### src/weierstrass_admissible_transform_assert.svh
// Assertion macros for the Weierstrass transform block, clocked on aclk, off in reset.
`ifndef WEIERSTRASS_ADMISSIBLE_TRANSFORM_ASSERT_SVH
`define WEIERSTRASS_ADMISSIBLE_TRANSFORM_ASSERT_SVH

// same-cycle implication
`define WAT_ASSERT_NOW(label, pre, post, msg) \
    label: assert property (@(posedge aclk) disable iff (!aresetn) (pre) |-> (post)) \
        else $error(msg);

// next-cycle implication
`define WAT_ASSERT_NEXT(label, pre, post, msg) \
    label: assert property (@(posedge aclk) disable iff (!aresetn) (pre) |=> (post)) \
        else $error(msg);

`endif

### src/wat_pkg.sv
// Shared types, constants, modular helpers and microcode for the Weierstrass transform.
`timescale 1ns / 1ps
`default_nettype none

package wat_pkg;

    localparam int RES_W   = 16;
    localparam int PROD_W  = 2 * RES_W;
    localparam int MM_CW   = $clog2(PROD_W);
    localparam int SLOT_N  = 32;
    localparam int SLOT_AW = $clog2(SLOT_N);
    localparam int PC_W    = 7;
    localparam int IMM_W   = 5;

    typedef logic [RES_W-1:0]   res_t;
    typedef logic [SLOT_AW-1:0] slot_t;
    typedef logic [PC_W-1:0]    pc_t;
    typedef logic [IMM_W-1:0]   imm_t;
    typedef logic [MM_CW-1:0]   mm_cnt_t;

    localparam mm_cnt_t MM_LAST = mm_cnt_t'(PROD_W - 1);

    typedef struct packed {
        res_t scale_u;
        res_t shift_r;
        res_t shear_s;
        res_t shift_t;
        res_t in_a1;
        res_t in_a2;
        res_t in_a3;
        res_t in_a4;
        res_t in_a6;
    } in_item_t;

    typedef struct packed {
        res_t out_a1;
        res_t out_a2;
        res_t out_a3;
        res_t out_a4;
        res_t out_a6;
        logic nonsingular;
        logic bad_scale;
    } out_item_t;

    // request to / response from the shared multiply-reduce unit
    typedef struct packed {
        logic start;
        res_t op_a;
        res_t op_b;
        res_t divisor;
    } mm_req_t;

    typedef struct packed {
        logic busy;
        logic done;
        res_t rem;
        res_t quo;
    } mm_rsp_t;

    typedef enum logic [2:0] {
        OP_LOAD,
        OP_MUL,
        OP_MULK,
        OP_ADD,
        OP_SUB,
        OP_INV,
        OP_GCD,
        OP_END
    } opc_t;

    typedef struct packed {
        opc_t  opc;
        slot_t dst;
        slot_t src_a;
        slot_t src_b;
        imm_t  imm;
    } uop_t;

    // scratch slots; the first nine match the input fields in order
    localparam slot_t SL_U  = slot_t'(0);
    localparam slot_t SL_R  = slot_t'(1);
    localparam slot_t SL_S  = slot_t'(2);
    localparam slot_t SL_T  = slot_t'(3);
    localparam slot_t SL_A1 = slot_t'(4);
    localparam slot_t SL_A2 = slot_t'(5);
    localparam slot_t SL_A3 = slot_t'(6);
    localparam slot_t SL_A4 = slot_t'(7);
    localparam slot_t SL_A6 = slot_t'(8);
    localparam slot_t SL_V1 = slot_t'(9);
    localparam slot_t SL_V2 = slot_t'(10);
    localparam slot_t SL_V3 = slot_t'(11);
    localparam slot_t SL_V4 = slot_t'(12);
    localparam slot_t SL_V6 = slot_t'(13);
    localparam slot_t SL_RR = slot_t'(14);
    localparam slot_t SL_X  = slot_t'(15);
    localparam slot_t SL_Y  = slot_t'(16);
    localparam slot_t SL_Z  = slot_t'(17);
    localparam slot_t SL_C1 = slot_t'(18);
    localparam slot_t SL_C2 = slot_t'(19);
    localparam slot_t SL_C3 = slot_t'(20);
    localparam slot_t SL_C4 = slot_t'(21);
    localparam slot_t SL_C6 = slot_t'(22);
    localparam slot_t SL_B2 = slot_t'(23);
    localparam slot_t SL_B4 = slot_t'(24);
    localparam slot_t SL_B6 = slot_t'(25);
    localparam slot_t SL_B8 = slot_t'(26);
    localparam slot_t SL_D  = slot_t'(27);

    localparam imm_t K0  = imm_t'(0);
    localparam imm_t K2  = imm_t'(2);
    localparam imm_t K3  = imm_t'(3);
    localparam imm_t K4  = imm_t'(4);
    localparam imm_t K8  = imm_t'(8);
    localparam imm_t K9  = imm_t'(9);
    localparam imm_t K27 = imm_t'(27);

    // a + b mod n, both below n
    function automatic res_t add_mod(input res_t a, input res_t b, input res_t n);
        logic [RES_W:0] s;
        s = {1'b0, a} + {1'b0, b};
        if (s >= {1'b0, n}) s = s - {1'b0, n};
        return s[RES_W-1:0];
    endfunction

    // a - b mod n, both below n
    function automatic res_t sub_mod(input res_t a, input res_t b, input res_t n);
        logic [RES_W:0] s;
        if (a >= b) s = {1'b0, a} - {1'b0, b};
        else        s = {1'b0, a} + {1'b0, n} - {1'b0, b};
        return s[RES_W-1:0];
    endfunction

    function automatic uop_t uo(input opc_t o, input slot_t d, input slot_t a,
                                input slot_t b, input imm_t k);
        uop_t u;
        u.opc   = o;
        u.dst   = d;
        u.src_a = a;
        u.src_b = b;
        u.imm   = k;
        return u;
    endfunction

    function automatic uop_t u_ld(input slot_t d);
        return uo(OP_LOAD, d, SL_X, SL_X, K0);
    endfunction

    function automatic uop_t u_mul(input slot_t d, input slot_t a, input slot_t b);
        return uo(OP_MUL, d, a, b, K0);
    endfunction

    function automatic uop_t u_mulk(input slot_t d, input imm_t k, input slot_t b);
        return uo(OP_MULK, d, SL_X, b, k);
    endfunction

    function automatic uop_t u_add(input slot_t d, input slot_t a, input slot_t b);
        return uo(OP_ADD, d, a, b, K0);
    endfunction

    function automatic uop_t u_sub(input slot_t d, input slot_t a, input slot_t b);
        return uo(OP_SUB, d, a, b, K0);
    endfunction

    // microcode: reduce inputs, invert u, transform, discriminant, unit test
    function automatic uop_t prog_rom(input pc_t pc);
        uop_t u;
        u = uo(OP_END, SL_X, SL_X, SL_X, K0);
        case (pc)
            7'd0:  u = u_ld(SL_U);
            7'd1:  u = u_ld(SL_R);
            7'd2:  u = u_ld(SL_S);
            7'd3:  u = u_ld(SL_T);
            7'd4:  u = u_ld(SL_A1);
            7'd5:  u = u_ld(SL_A2);
            7'd6:  u = u_ld(SL_A3);
            7'd7:  u = u_ld(SL_A4);
            7'd8:  u = u_ld(SL_A6);
            7'd9:  u = uo(OP_INV, SL_V1, SL_U, SL_U, K0);
            7'd10: u = u_mul(SL_V2, SL_V1, SL_V1);
            7'd11: u = u_mul(SL_V3, SL_V2, SL_V1);
            7'd12: u = u_mul(SL_V4, SL_V2, SL_V2);
            7'd13: u = u_mul(SL_V6, SL_V3, SL_V3);
            7'd14: u = u_mul(SL_RR, SL_R, SL_R);
            7'd15: u = u_mulk(SL_X, K2, SL_S);
            7'd16: u = u_add(SL_X, SL_A1, SL_X);
            7'd17: u = u_mul(SL_C1, SL_X, SL_V1);
            7'd18: u = u_mulk(SL_X, K3, SL_R);
            7'd19: u = u_add(SL_X, SL_A2, SL_X);
            7'd20: u = u_mul(SL_Y, SL_S, SL_A1);
            7'd21: u = u_mul(SL_Z, SL_S, SL_S);
            7'd22: u = u_add(SL_Y, SL_Y, SL_Z);
            7'd23: u = u_sub(SL_X, SL_X, SL_Y);
            7'd24: u = u_mul(SL_C2, SL_X, SL_V2);
            7'd25: u = u_mul(SL_X, SL_R, SL_A1);
            7'd26: u = u_add(SL_X, SL_A3, SL_X);
            7'd27: u = u_mulk(SL_Y, K2, SL_T);
            7'd28: u = u_add(SL_X, SL_X, SL_Y);
            7'd29: u = u_mul(SL_C3, SL_X, SL_V3);
            7'd30: u = u_mulk(SL_X, K2, SL_R);
            7'd31: u = u_mul(SL_X, SL_X, SL_A2);
            7'd32: u = u_add(SL_X, SL_A4, SL_X);
            7'd33: u = u_mulk(SL_Y, K3, SL_RR);
            7'd34: u = u_add(SL_X, SL_X, SL_Y);
            7'd35: u = u_mul(SL_Y, SL_S, SL_A3);
            7'd36: u = u_sub(SL_X, SL_X, SL_Y);
            7'd37: u = u_mul(SL_Y, SL_R, SL_S);
            7'd38: u = u_add(SL_Y, SL_T, SL_Y);
            7'd39: u = u_mul(SL_Y, SL_Y, SL_A1);
            7'd40: u = u_sub(SL_X, SL_X, SL_Y);
            7'd41: u = u_mulk(SL_Y, K2, SL_S);
            7'd42: u = u_mul(SL_Y, SL_Y, SL_T);
            7'd43: u = u_sub(SL_X, SL_X, SL_Y);
            7'd44: u = u_mul(SL_C4, SL_X, SL_V4);
            7'd45: u = u_mul(SL_X, SL_R, SL_A4);
            7'd46: u = u_add(SL_X, SL_A6, SL_X);
            7'd47: u = u_mul(SL_Y, SL_RR, SL_A2);
            7'd48: u = u_add(SL_X, SL_X, SL_Y);
            7'd49: u = u_mul(SL_Y, SL_RR, SL_R);
            7'd50: u = u_add(SL_X, SL_X, SL_Y);
            7'd51: u = u_mul(SL_Y, SL_T, SL_A3);
            7'd52: u = u_sub(SL_X, SL_X, SL_Y);
            7'd53: u = u_mul(SL_Y, SL_T, SL_T);
            7'd54: u = u_sub(SL_X, SL_X, SL_Y);
            7'd55: u = u_mul(SL_Y, SL_R, SL_T);
            7'd56: u = u_mul(SL_Y, SL_Y, SL_A1);
            7'd57: u = u_sub(SL_X, SL_X, SL_Y);
            7'd58: u = u_mul(SL_C6, SL_X, SL_V6);
            7'd59: u = u_mul(SL_X, SL_C1, SL_C1);
            7'd60: u = u_mulk(SL_Y, K4, SL_C2);
            7'd61: u = u_add(SL_B2, SL_X, SL_Y);
            7'd62: u = u_mulk(SL_X, K2, SL_C4);
            7'd63: u = u_mul(SL_Y, SL_C1, SL_C3);
            7'd64: u = u_add(SL_B4, SL_X, SL_Y);
            7'd65: u = u_mul(SL_X, SL_C3, SL_C3);
            7'd66: u = u_mulk(SL_Y, K4, SL_C6);
            7'd67: u = u_add(SL_B6, SL_X, SL_Y);
            7'd68: u = u_mul(SL_X, SL_C1, SL_C1);
            7'd69: u = u_mul(SL_X, SL_X, SL_C6);
            7'd70: u = u_mulk(SL_Y, K4, SL_C2);
            7'd71: u = u_mul(SL_Y, SL_Y, SL_C6);
            7'd72: u = u_add(SL_B8, SL_X, SL_Y);
            7'd73: u = u_mul(SL_X, SL_C2, SL_C3);
            7'd74: u = u_mul(SL_X, SL_X, SL_C3);
            7'd75: u = u_add(SL_B8, SL_B8, SL_X);
            7'd76: u = u_mul(SL_X, SL_C1, SL_C3);
            7'd77: u = u_mul(SL_X, SL_X, SL_C4);
            7'd78: u = u_sub(SL_B8, SL_B8, SL_X);
            7'd79: u = u_mul(SL_X, SL_C4, SL_C4);
            7'd80: u = u_sub(SL_B8, SL_B8, SL_X);
            7'd81: u = u_mulk(SL_X, K9, SL_B2);
            7'd82: u = u_mul(SL_Y, SL_B4, SL_B6);
            7'd83: u = u_mul(SL_D, SL_X, SL_Y);
            7'd84: u = u_mul(SL_X, SL_B2, SL_B2);
            7'd85: u = u_mul(SL_X, SL_X, SL_B8);
            7'd86: u = u_sub(SL_D, SL_D, SL_X);
            7'd87: u = u_mulk(SL_X, K8, SL_B4);
            7'd88: u = u_mul(SL_Y, SL_B4, SL_B4);
            7'd89: u = u_mul(SL_X, SL_X, SL_Y);
            7'd90: u = u_sub(SL_D, SL_D, SL_X);
            7'd91: u = u_mulk(SL_X, K27, SL_B6);
            7'd92: u = u_mul(SL_X, SL_X, SL_B6);
            7'd93: u = u_sub(SL_D, SL_D, SL_X);
            7'd94: u = uo(OP_GCD, SL_X, SL_D, SL_D, K0);
            default: u = uo(OP_END, SL_X, SL_X, SL_X, K0);
        endcase
        return u;
    endfunction

endpackage

`default_nettype wire

### src/wat_ram.sv
// Generic RAM: one write port, two registered read ports.
`timescale 1ns / 1ps
`default_nettype none

module wat_ram #(
    parameter int WIDTH = 16,
    parameter int DEPTH = 32
) (
    input  wire logic                     aclk,
    input  wire logic                     we,
    input  wire logic [$clog2(DEPTH)-1:0] waddr,
    input  wire logic [WIDTH-1:0]         wdata,
    input  wire logic [$clog2(DEPTH)-1:0] raddr_a,
    input  wire logic [$clog2(DEPTH)-1:0] raddr_b,
    output logic      [WIDTH-1:0]         rdata_a,
    output logic      [WIDTH-1:0]         rdata_b
);

    logic [WIDTH-1:0] mem [DEPTH];

    always_ff @(posedge aclk) begin
        if (we) begin
            mem[waddr] <= wdata;
        end
        rdata_a <= mem[raddr_a];
        rdata_b <= mem[raddr_b];
    end

endmodule

`default_nettype wire

### src/wat_mulmod.sv
// Shared multiply-reduce unit: (a*b) div/mod d, one quotient bit per cycle.
`timescale 1ns / 1ps
`default_nettype none

module wat_mulmod (
    input  wire logic             aclk,
    input  wire logic             aresetn,
    input  wire wat_pkg::mm_req_t req,
    output wat_pkg::mm_rsp_t      rsp
);

    logic                           busy_reg;
    logic                           done_reg;
    wat_pkg::mm_cnt_t               cnt_reg;
    logic [wat_pkg::PROD_W-1:0]     prod_reg;
    wat_pkg::res_t                  rem_reg;
    wat_pkg::res_t                  quo_reg;
    wat_pkg::res_t                  div_reg;

    logic [wat_pkg::RES_W:0]        trial;
    logic [wat_pkg::RES_W:0]        diff;
    logic                           fits;
    wat_pkg::res_t                  rem_next;

    // restoring step: remainder stays below the divisor
    always_comb begin
        trial    = {rem_reg, prod_reg[wat_pkg::PROD_W-1]};
        fits     = (trial >= {1'b0, div_reg});
        diff     = trial - {1'b0, div_reg};
        rem_next = fits ? diff[wat_pkg::RES_W-1:0] : trial[wat_pkg::RES_W-1:0];
    end

    always_ff @(posedge aclk) begin
        if (!aresetn) begin
            busy_reg <= 1'b0;
            done_reg <= 1'b0;
        end else begin
            done_reg <= 1'b0;
            if (req.start) begin
                prod_reg <= wat_pkg::PROD_W'(req.op_a) * wat_pkg::PROD_W'(req.op_b);
                div_reg  <= req.divisor;
                rem_reg  <= '0;
                quo_reg  <= '0;
                cnt_reg  <= '0;
                busy_reg <= 1'b1;
            end else if (busy_reg) begin
                prod_reg <= {prod_reg[wat_pkg::PROD_W-2:0], 1'b0};
                rem_reg  <= rem_next;
                quo_reg  <= {quo_reg[wat_pkg::RES_W-2:0], fits};
                cnt_reg  <= cnt_reg + 1'b1;
                if (cnt_reg == wat_pkg::MM_LAST) begin
                    busy_reg <= 1'b0;
                    done_reg <= 1'b1;
                end
            end
        end
    end

    assign rsp = '{busy: busy_reg, done: done_reg, rem: rem_reg, quo: quo_reg};

endmodule

`default_nettype wire

### src/weierstrass_admissible_transform.sv
// Top level: microcoded sequencer over a scratch RAM and one multiply-reduce unit.
//
//  channel  dir  handshake           payload
//  s_       in   s_valid / s_ready   s_data  (in_item_t)
//  m_       out  m_valid / m_ready   m_data  (out_item_t)
//  cfg_     in   cfg_valid/cfg_ready cfg_data (modulus)
//
// One beat at a time. Each multiply-reduce passes fetch, operand read, start,
// 32 reduction steps in the shared unit and done; add/sub pass fetch and execute.
// The program runs 65 of them and 28 add/subs, plus two Euclid runs of at most about
// 23 quotient steps, each a division and a multiply in the shared unit.
// Sync active-low reset; a finished result waits in the output register while the
// next beat is taken. cfg_ready is always high.
`timescale 1ns / 1ps
`default_nettype none
`include "weierstrass_admissible_transform_assert.svh"

module weierstrass_admissible_transform (
    input  wire logic                aclk,
    input  wire logic                aresetn,
    input  wire logic                s_valid,
    output logic                     s_ready,
    input  wire wat_pkg::in_item_t   s_data,
    output logic                     m_valid,
    input  wire logic                m_ready,
    output wat_pkg::out_item_t       m_data,
    input  wire logic                cfg_valid,
    output logic                     cfg_ready,
    input  wire wat_pkg::res_t       cfg_data
);

    typedef enum logic [2:0] {
        S_IDLE,
        S_FETCH,
        S_EXEC,
        S_WAIT,
        S_E_TEST,
        S_E_DIV,
        S_E_MUL,
        S_DONE
    } state_t;

    state_t              state_reg;
    wat_pkg::pc_t        pc_reg;
    wat_pkg::in_item_t   in_reg;
    wat_pkg::res_t       modulus_reg;
    wat_pkg::mm_req_t    req_reg;
    wat_pkg::mm_rsp_t    rsp;
    logic                bad_reg;
    logic                ok_reg;
    logic                m_valid_reg;
    wat_pkg::out_item_t  m_data_reg;
    wat_pkg::res_t       er0_reg;
    wat_pkg::res_t       er1_reg;
    wat_pkg::res_t       ec0_reg;
    wat_pkg::res_t       ec1_reg;
    wat_pkg::res_t       rtmp_reg;
    wat_pkg::res_t       c1_reg;
    wat_pkg::res_t       c2_reg;
    wat_pkg::res_t       c3_reg;
    wat_pkg::res_t       c4_reg;
    wat_pkg::res_t       c6_reg;

    wat_pkg::uop_t       op;
    wat_pkg::res_t       n_eff;
    wat_pkg::res_t       rd_a;
    wat_pkg::res_t       rd_b;
    wat_pkg::res_t       ex_a;
    wat_pkg::res_t       ex_b;
    wat_pkg::res_t       fld;
    logic                we;
    wat_pkg::res_t       wdata;
    logic                mm_start;

    assign op        = wat_pkg::prog_rom(pc_reg);
    assign n_eff     = (modulus_reg < wat_pkg::res_t'(2)) ? wat_pkg::res_t'(2) : modulus_reg;
    assign s_ready   = (state_reg == S_IDLE);
    assign cfg_ready = 1'b1;
    assign m_valid   = m_valid_reg;
    assign m_data    = m_data_reg;

    wat_ram #(
        .WIDTH (wat_pkg::RES_W),
        .DEPTH (wat_pkg::SLOT_N)
    ) u_ram (
        .aclk    (aclk),
        .we      (we),
        .waddr   (op.dst),
        .wdata   (wdata),
        .raddr_a (op.src_a),
        .raddr_b (op.src_b),
        .rdata_a (rd_a),
        .rdata_b (rd_b)
    );

    wat_mulmod u_mulmod (
        .aclk    (aclk),
        .aresetn (aresetn),
        .req     (req_reg),
        .rsp     (rsp)
    );

    // input field picked by the load's destination slot
    always_comb begin
        case (op.dst)
            wat_pkg::SL_U:  fld = in_reg.scale_u;
            wat_pkg::SL_R:  fld = in_reg.shift_r;
            wat_pkg::SL_S:  fld = in_reg.shear_s;
            wat_pkg::SL_T:  fld = in_reg.shift_t;
            wat_pkg::SL_A1: fld = in_reg.in_a1;
            wat_pkg::SL_A2: fld = in_reg.in_a2;
            wat_pkg::SL_A3: fld = in_reg.in_a3;
            wat_pkg::SL_A4: fld = in_reg.in_a4;
            wat_pkg::SL_A6: fld = in_reg.in_a6;
            default:        fld = '0;
        endcase
    end

    always_comb begin
        case (op.opc)
            wat_pkg::OP_LOAD: begin
                ex_a = fld;
                ex_b = wat_pkg::res_t'(1);
            end
            wat_pkg::OP_MULK: begin
                ex_a = wat_pkg::res_t'(op.imm);
                ex_b = rd_b;
            end
            default: begin
                ex_a = rd_a;
                ex_b = rd_b;
            end
        endcase
    end

    // start pulse to the shared unit
    always_comb begin
        mm_start = 1'b0;
        case (state_reg)
            S_EXEC: begin
                mm_start = (op.opc == wat_pkg::OP_LOAD) || (op.opc == wat_pkg::OP_MUL)
                           || (op.opc == wat_pkg::OP_MULK);
            end
            S_E_TEST: begin
                mm_start = (er1_reg != '0);
            end
            S_E_DIV: begin
                mm_start = rsp.done;
            end
            default: begin
                mm_start = 1'b0;
            end
        endcase
    end

    // scratch write-back
    always_comb begin
        we    = 1'b0;
        wdata = rsp.rem;
        case (state_reg)
            S_EXEC: begin
                if (op.opc == wat_pkg::OP_ADD) begin
                    we    = 1'b1;
                    wdata = wat_pkg::add_mod(rd_a, rd_b, n_eff);
                end else if (op.opc == wat_pkg::OP_SUB) begin
                    we    = 1'b1;
                    wdata = wat_pkg::sub_mod(rd_a, rd_b, n_eff);
                end
            end
            S_WAIT: begin
                we = rsp.done;
            end
            S_E_TEST: begin
                if (er1_reg == '0 && op.opc == wat_pkg::OP_INV
                        && er0_reg == wat_pkg::res_t'(1)) begin
                    we    = 1'b1;
                    wdata = ec0_reg;
                end
            end
            default: begin
                we = 1'b0;
            end
        endcase
    end

    always_ff @(posedge aclk) begin
        if (!aresetn) begin
            state_reg     <= S_IDLE;
            m_valid_reg   <= 1'b0;
            req_reg.start <= 1'b0;
            modulus_reg   <= wat_pkg::res_t'(2);
            bad_reg       <= 1'b0;
            ok_reg        <= 1'b0;
            pc_reg        <= '0;
        end else begin
            req_reg.start <= mm_start;
            if (cfg_valid) begin
                modulus_reg <= cfg_data;
            end
            if (m_valid_reg && m_ready && state_reg != S_DONE) begin
                m_valid_reg <= 1'b0;
            end
            if (we) begin
                case (op.dst)
                    wat_pkg::SL_C1: c1_reg <= wdata;
                    wat_pkg::SL_C2: c2_reg <= wdata;
                    wat_pkg::SL_C3: c3_reg <= wdata;
                    wat_pkg::SL_C4: c4_reg <= wdata;
                    wat_pkg::SL_C6: c6_reg <= wdata;
                    default: ;
                endcase
            end

            case (state_reg)
                S_IDLE: begin
                    if (s_valid) begin
                        in_reg    <= s_data;
                        pc_reg    <= '0;
                        bad_reg   <= 1'b0;
                        ok_reg    <= 1'b0;
                        state_reg <= S_FETCH;
                    end
                end
                S_FETCH: begin
                    state_reg <= S_EXEC;
                end
                S_EXEC: begin
                    case (op.opc)
                        wat_pkg::OP_LOAD, wat_pkg::OP_MUL, wat_pkg::OP_MULK: begin
                            req_reg.op_a    <= ex_a;
                            req_reg.op_b    <= ex_b;
                            req_reg.divisor <= n_eff;
                            state_reg       <= S_WAIT;
                        end
                        wat_pkg::OP_ADD, wat_pkg::OP_SUB: begin
                            pc_reg    <= pc_reg + 1'b1;
                            state_reg <= S_FETCH;
                        end
                        wat_pkg::OP_INV, wat_pkg::OP_GCD: begin
                            er0_reg   <= n_eff;
                            er1_reg   <= rd_a;
                            ec0_reg   <= '0;
                            ec1_reg   <= wat_pkg::res_t'(1);
                            state_reg <= S_E_TEST;
                        end
                        default: begin
                            state_reg <= S_DONE;
                        end
                    endcase
                end
                S_WAIT: begin
                    if (rsp.done) begin
                        pc_reg    <= pc_reg + 1'b1;
                        state_reg <= S_FETCH;
                    end
                end
                S_E_TEST: begin
                    if (er1_reg == '0) begin
                        // gcd sits in er0; inverse of the operand in ec0
                        if (op.opc == wat_pkg::OP_INV) begin
                            if (er0_reg == wat_pkg::res_t'(1)) begin
                                pc_reg    <= pc_reg + 1'b1;
                                state_reg <= S_FETCH;
                            end else begin
                                bad_reg   <= 1'b1;
                                state_reg <= S_DONE;
                            end
                        end else begin
                            ok_reg    <= (er0_reg == wat_pkg::res_t'(1));
                            pc_reg    <= pc_reg + 1'b1;
                            state_reg <= S_FETCH;
                        end
                    end else begin
                        req_reg.op_a    <= er0_reg;
                        req_reg.op_b    <= wat_pkg::res_t'(1);
                        req_reg.divisor <= er1_reg;
                        state_reg       <= S_E_DIV;
                    end
                end
                S_E_DIV: begin
                    if (rsp.done) begin
                        rtmp_reg        <= rsp.rem;
                        req_reg.op_a    <= rsp.quo;
                        req_reg.op_b    <= ec1_reg;
                        req_reg.divisor <= n_eff;
                        state_reg       <= S_E_MUL;
                    end
                end
                S_E_MUL: begin
                    if (rsp.done) begin
                        // coefficients kept reduced mod n
                        er0_reg   <= er1_reg;
                        er1_reg   <= rtmp_reg;
                        ec0_reg   <= ec1_reg;
                        ec1_reg   <= wat_pkg::sub_mod(ec0_reg, rsp.rem, n_eff);
                        state_reg <= S_E_TEST;
                    end
                end
                S_DONE: begin
                    if (!m_valid_reg || m_ready) begin
                        if (bad_reg) begin
                            m_data_reg <= '{out_a1: '0, out_a2: '0, out_a3: '0,
                                            out_a4: '0, out_a6: '0,
                                            nonsingular: 1'b0, bad_scale: 1'b1};
                        end else begin
                            m_data_reg <= '{out_a1: c1_reg, out_a2: c2_reg,
                                            out_a3: c3_reg, out_a4: c4_reg,
                                            out_a6: c6_reg, nonsingular: ok_reg,
                                            bad_scale: 1'b0};
                        end
                        m_valid_reg <= 1'b1;
                        state_reg   <= S_IDLE;
                    end
                end
                default: begin
                    state_reg <= S_IDLE;
                end
            endcase
        end
    end

    `WAT_ASSERT_NOW(a_bad_zero, m_valid && m_data.bad_scale,
        m_data.out_a1 == '0 && m_data.out_a2 == '0 && m_data.out_a3 == '0 &&
        m_data.out_a4 == '0 && m_data.out_a6 == '0 && !m_data.nonsingular,
        "bad scale with nonzero result")
    `WAT_ASSERT_NOW(a_reduced, m_valid && !m_data.bad_scale,
        m_data.out_a1 < n_eff && m_data.out_a2 < n_eff && m_data.out_a3 < n_eff &&
        m_data.out_a4 < n_eff && m_data.out_a6 < n_eff, "result not reduced mod n")
    `WAT_ASSERT_NOW(a_idle_unit, s_ready, !rsp.busy, "unit busy while idle")
    `WAT_ASSERT_NEXT(a_one_beat, s_valid && s_ready, !s_ready, "second beat taken")

endmodule

`default_nettype wire

### config.mk
export PLATFORM = sky130hd
export DESIGN_NAME = weierstrass_admissible_transform
export DESIGN_NICKNAME = d
export VERILOG_FILES = /design/src/wat_pkg.sv /design/src/wat_ram.sv /design/src/wat_mulmod.sv /design/src/weierstrass_admissible_transform.sv
export VERILOG_INCLUDE_DIRS = /design/src /design/src/src
export SDC_FILE = /design/constraint.sdc
export NUM_CORES = 2
export LEC_CHECK = 0
export ABC_AREA = 1
export BUFFER_PORTS_ARGS = -buffer_cell sky130_fd_sc_hd__buf_4
export CAP_MARGIN = 10
export CORE_ASPECT_RATIO = 2
export CORE_UTILIZATION = 45
export CTS_BUF_LIST = sky130_fd_sc_hd__clkbuf_8
export DETAILED_ROUTE_END_ITERATION = 16
export REMOVE_ABC_BUFFERS = 1
export SLEW_MARGIN = 30
export SYNTH_ARGS = -nofsm -noshare
export SYNTH_HDL_FRONTEND = slang
export SYNTH_SLANG_ARGS = --single-unit
### constraint.sdc
create_clock -name aclk -period 23.5 [get_ports aclk]
set_input_delay 1.175 -clock aclk [delete_from_list [all_inputs] [get_ports aclk]]
set_output_delay 1.175 -clock aclk [all_outputs]
set_load 0.02 [all_outputs]
-- After elaboration in Yosys (flattened, before gate mapping)
Memories as Yosys holds them, arrays and structs flattened. A register that Yosys moved wholly into a read port is not among the register bits.
Cells that the tools add are included.
- memory bits (read-only): 2944
- logic and storage cells: 220
- register bits after elaboration: 551
- memories kept: 2
- bits in writable memories: 512
- memories (name ; depth ; bits a word ; rd ports ; clocked after Yosys merged registers in ; write ports ; RTL line ; text):
    (name not given) ; 128 ; 23 ; 1 ; 1 ; 0 ; wat_pkg.sv:168 ; case (pc)
    u_ram.mem ; 32 ; 16 ; 2 ; 2 ; 1 ; wat_ram.sv:19 ; logic [WIDTH-1:0] mem [DEPTH];
- reductions and logical operators: 38
- add/sub/neg operators: 11
- multiplexer cells: 75
- equal/unequal tests: 43
- multipliers: 1
- bitwise gates (word level): 2
- magnitude comparators: 5
- operator list (cell ; number):
    16-bit 2-to-1 mux ; 19
    16-bit case mux with 2 select lines ; 6
    48-bit 2-to-1 mux ; 3
    16-bit case mux with 9 select lines ; 1
    48-bit case mux with 3 select lines ; 1
    16-bit subtractor ; 6
    32-bit 2-to-1 mux ; 2
    7-bit 2-to-1 mux ; 8
    17-bit by 16-bit greater-or-equal comparator with 1-bit output ; 2
    16-bit adder ; 2
    16-bit greater-or-equal comparator ; 2
    16-bit by 16-bit multiplier with 32-bit output ; 1
    5-bit equality test (second input constant) ; 6
    7-bit case mux with 4 select lines ; 1
    3-bit 2-to-1 mux ; 8
    3-bit case mux with 8 select lines ; 1
    3-bit AND reduction ; 8
    3-bit equality test (second input constant) ; 7
    5-bit by 3-bit equality test with 1-bit output (second input constant) ; 4
    2-bit != test (second input constant) ; 10
    1-bit 2-to-1 mux ; 19
    16-bit by 16-bit adder with 17-bit output ; 1
    16-bit by 1-bit equality test with 1-bit output (second input constant) ; 1
    16-bit zero test ; 1
    30 further kinds ; 55

-- Depth between registers and ports, before layout
- depth in word-level cells: 8
- gate-level depth with buffers: 28
- depth with buffers taken out: 26

-- By module
From an unflattened synthesis, not the netlist that was laid out.
- cells, all modules: 7982
- area total of the unflattened synthesis: 68642.1 µm²
- modules (own cells, without submodules) (module ; cells an instance ; instances ; area an instance (µm²) ; sequential area each (µm²)):
    weierstrass_admissible_transform ; 3072 ; 1 ; 27567.7 ; 14093.5
    wat_ram ; 3027 ; 1 ; 27081.0 ; 16015.4
    wat_mulmod ; 1883 ; 1 ; 13993.4 ; 2592.5

-- Worst setup path after synthesis
OpenSTA, ideal clock, no wires.
- path type: in2reg
- start point: input s_valid
- end point: register in_reg[0] (netlist bit) (enable)
- data required time: 22.849 ns
- arrival: 7.910 ns
- setup slack: 14.939 ns
- stages on the path: 7
- cells stage by stage: nand3b_1 > nand2_1 > a21oi_4 > nand3_4 > nor2_1 > inv_1 > nor2_1
- longest elaborated chain between the ends: 1
- ends and longest elaborated chain (what ; RTL line ; text):
    start: declaration ; weierstrass_admissible_transform.sv:21 ; input wire logic s_valid,
    3-bit AND reduction (no source line) ; -- ;
    end signal: assignment ; weierstrass_admissible_transform.sv:217 ; in_reg <= s_data;
    end: declaration ; weierstrass_admissible_transform.sv:45 ; wat_pkg::in_item_t in_reg;
Every way passes these cells.
A chain may end at the register's enable or synchronous reset.

-- Worst setup path in the final report
- start point: register req_reg[43] (netlist bit)
- end point: register u_mulmod.prod_reg[23] (netlist bit), data pin
- longest elaborated chain between the ends: 2
- ends and longest elaborated chain (what ; RTL line ; text):
    start: declaration ; weierstrass_admissible_transform.sv:47 ; wat_pkg::mm_req_t req_reg;
    16-bit by 16-bit multiplier with 32-bit output ; wat_mulmod.sv:40 ; prod_reg <= wat_pkg::PROD_W'(req.op_a) * wat_pkg::PROD_W'(req.op_b);
    32-bit 2-to-1 mux ; wat_mulmod.sv:39 ; if (req.start) begin
    end signal: assignment ; wat_mulmod.sv:40 ;
    end signal: assignment ; wat_mulmod.sv:47 ; prod_reg <= {prod_reg[wat_pkg::PROD_W-2:0], 1'b0};
    end: declaration ; wat_mulmod.sv:15 ; logic [wat_pkg::PROD_W-1:0] prod_reg;
Every way passes these cells.

==> metrics.md <==
| Metric | Value |
|---|---|
| Status | finished clean |
| CTS tree | done |
| Most frequent cells in the layout | nand2_1, edfxtp_1, inv_1, nor2_1, o21ai_0 |
| Post-route DRC | 0 |
| Synth Flop Type | edfxtp_1 |
| Net count, final | between 7,000 and 8,000 |
| Worst-path clk slew | around 0.080 ns |
| Crit Path Class | flop to flop |
| Die Ht | approximately 540 µm |
| Layout cells sized above 1 | 10.0% |
| Routed Antenna Nets | 0 |
| Total GRT Usage | 34.4% |
| Final Cycle Share | around 27% |
| Worst Setup End Kind | flop |
| Die Wd | between 200 and 300 µm |
| DRT Pass-1 Iters | 9 |
| Crit path max fanout | 16 |
| Fmax achieved | ~160 MHz |
| First-pass GRT wire length | between 300,000 and 400,000 µm |
| Final Setup Violations | 0 |
| Clock sink count | about 1,100 |
| Vias | 53,718 |
| Final setup TNS | 0 ns |
| Asr flop ratio synth | 0% |
| Data arrival, critical path | 7.08 ns |
| Post-synth EDFFs | 1,031 |
| Number of port buffers | between 200 and 250 |
| Starting density of the core | 45.4% |
| RSZ-0062 raised after global routing | no |
| Hold buffer count at cts | 0 |
| Post-DR wirelength/cell | around 28 µm |
| Slowest stage delay, CP | about 0.87 ns |
| Area delta synth->final | 10.7% |
| Library cells used by synthesis | 60 |
| Grt ovf | 0 |
| Cell family with most CP delay | adder cells |
| DR iter-0 viols | between 5,000 and 6,000 |
| DRT Wirelength | about 250,000 µm |
| GP Congestion | slightly above 1 |
| Die Footprint | 146,000 µm² |
| Row count | a little under 200 |
| Total buffers and inverters traversed by the critical path | 3 |
| Crit start category | flop |
| Max reg flops | roughly 510 |
| Fillers | between 10,000 and 15,000 |
| Via density | roughly 6.0 |
| Sequential element share of the synthesized area | ~50% |
| Worst-Skew Late Latency | just over 0.9 ns |
| Maximum clock insertion buffer count | 4 |
| Worst Clk Skew | 0.0676 ns |
| Num CTS Buffers | ~170 |
| Max_slew headroom | between 20% and 30% |
| Root Driver | clkbuf_8 |
| Fin crit period | roughly 6.4 ns |
| Cells after synthesis | between 6,000 and 7,000 |
| #FFs+latches synth | between 1,000 and 1,500 |
| Mean post-synth cell area | around 9.5 µm² |
| Least-Margin Pin Slew | around 1.1 ns |
| Hold Path Class | flop to flop |
| IO Pins | 250 |
| Synth Cell Area | between 60,000 and 70,000 µm² |
| Postcts setup bufs | 0 |
| Total of cells resized after clock tree synthesis | 0 |
| Largest net degree at the start of global routing | between 150 and 200 |
| Initial antenna violation count | 14 |
| Slew Limit Fails | 0 |
| Final hold violations | 0 |
| Maxcap violations | 0 |
| Synth Warn # | 0 |
| Vias in the first global route | between 50,000 and 60,000 |
| Detailed Place HPWL | approximately 180,000 µm |
| Core Area | 143,000 µm² |
| Slowest CP cell | edfxtp_1 |
| Htree depth | 4 |
| Required time worst endpoint | between 20 and 25 ns |
| Worst-path cell chain | nand2_1 -> fa_1 -> fa_1 -> fa_1 -> inv_1 -> fa_1 -> fa_1 -> inv_1 -> fa_1 -> inv_1 -> ha_1 -> nand2_1 -> nor3_1 -> nand3_1 -> nand3_1 -> a31oi_1 -> o21ai_0 -> nand2_1 -> nand2_1 -> nand2_1 -> nand3_1 -> nand2_1 |
==> logic make-up after synthesis <==
group                      synth area share [%]
and+or+nand+nor                            14.9
AOI/OAI and AO/OA                          14.3
other                                   0.00579
buffers and inverters                      7.40
DFF                                        50.5
xor gates and xnor gates                   1.26
adders and majority gates                  11.6
==> worst reg2reg max path: cells and delay by family, from the launching register on <==
family,cells,cell delay (ns)
adder cells (fa/ha/maj),7,3.38
AND/OR/NAND/NOR,10,1.22
flip-flops,1,0.87
AO/OA/AOI/OAI,2,0.55
buffers and inverters,3,0.16
==> stage by stage <==
step,hold WS (ns),instance area [µm²],setup WS (ns),std cells,util [%]
2_1_floorplan,0.400,63200,13.16,6451,-
3_3_place_gp,0.403,68600,17.04,8685,48.1
3_5_place_dp,0.405,68600,17.11,8686,48.1
4_1_cts,0.384,71700,17.07,8968,50.2
5_1_grt,0.397,71700,16.72,8974,50.3
6_report,0.422,71700,17.08,8980,50.3
==> Yosys cell counts, types with 11 or more instances <==
cell type | n | area (µm²)
nand4_1 | 28 | 175
o32ai_1 | 15 | 131
or2_2 | 18 | 113
nand2_1 | 1038 | 3900
nor2_1 | 902 | 3390
clkbuf_1 | 346 | 1300
ha_1 | 237 | 2970
nand2_2 | 19 | 119
a22oi_1 | 20 | 150
o21bai_1 | 11 | 82.6
a31oi_1 | 60 | 375
dfxtp_1 | 87 | 1740
fa_1 | 229 | 4580
o21ai_0 | 782 | 3910
buf_1 | 13 | 48.8
inv_1 | 839 | 3150
o21ai_1 | 12 | 60.1
edfxtp_1 | 1031 | 31000
xnor2_1 | 23 | 201
a21o_1 | 18 | 135
nor3_1 | 31 | 155
o211ai_1 | 22 | 165
a221oi_1 | 21 | 184
buf_2 | 19 | 95.1
nand3b_1 | 14 | 105
a32oi_1 | 27 | 236
o221ai_1 | 199 | 1740
o22ai_1 | 45 | 282
xor2_1 | 70 | 613
nand3_1 | 288 | 1440
a22o_1 | 18 | 158
a21oi_1 | 252 | 1260
==> per-layer routing <==
layer | vias to the layer above | global-route usage [%] | wire length, µm
li1 | 23711 | - | -
met1 | 26053 | 33.5 | 78300
met2 | 2879 | 60.7 | 128000
met3 | 1065 | 5.52 | 16500
met4 | 10 | 33.8 | 29400
met5 | - | 0 | 52
==> layout make-up <==
class                   count  area, µm²  area share (%)
flip-flops and latches   1118      32700            45.6
multi-input cells        4477      27700            38.5
inverters                 856       3230            4.50
repair buffers            354       2680            3.74
clock buffers             182       2500            3.49
well taps                1881       2350            3.28
clock inverters           100        562           0.783
diodes                     12       30.0          0.0419
==> worst paths after layout <==
| path | start | end | slack, ns | cells after the start |
|---|---|---|---|---|
| max | req_reg[43] | u_mulmod.prod_reg[23] | 17.08 | 22 |
| min | req_reg[6] | u_mulmod.div_reg[6] | 0.42 | 0 |
| max reg2reg | req_reg[43] | u_mulmod.prod_reg[23] | 17.08 | 22 |
| min reg2reg | req_reg[6] | u_mulmod.div_reg[6] | 0.42 | 0 |
Power is left out: the tool's default activity adds up to more than one toggle a clock period on the data nets, which glitch-free logic cannot reach.
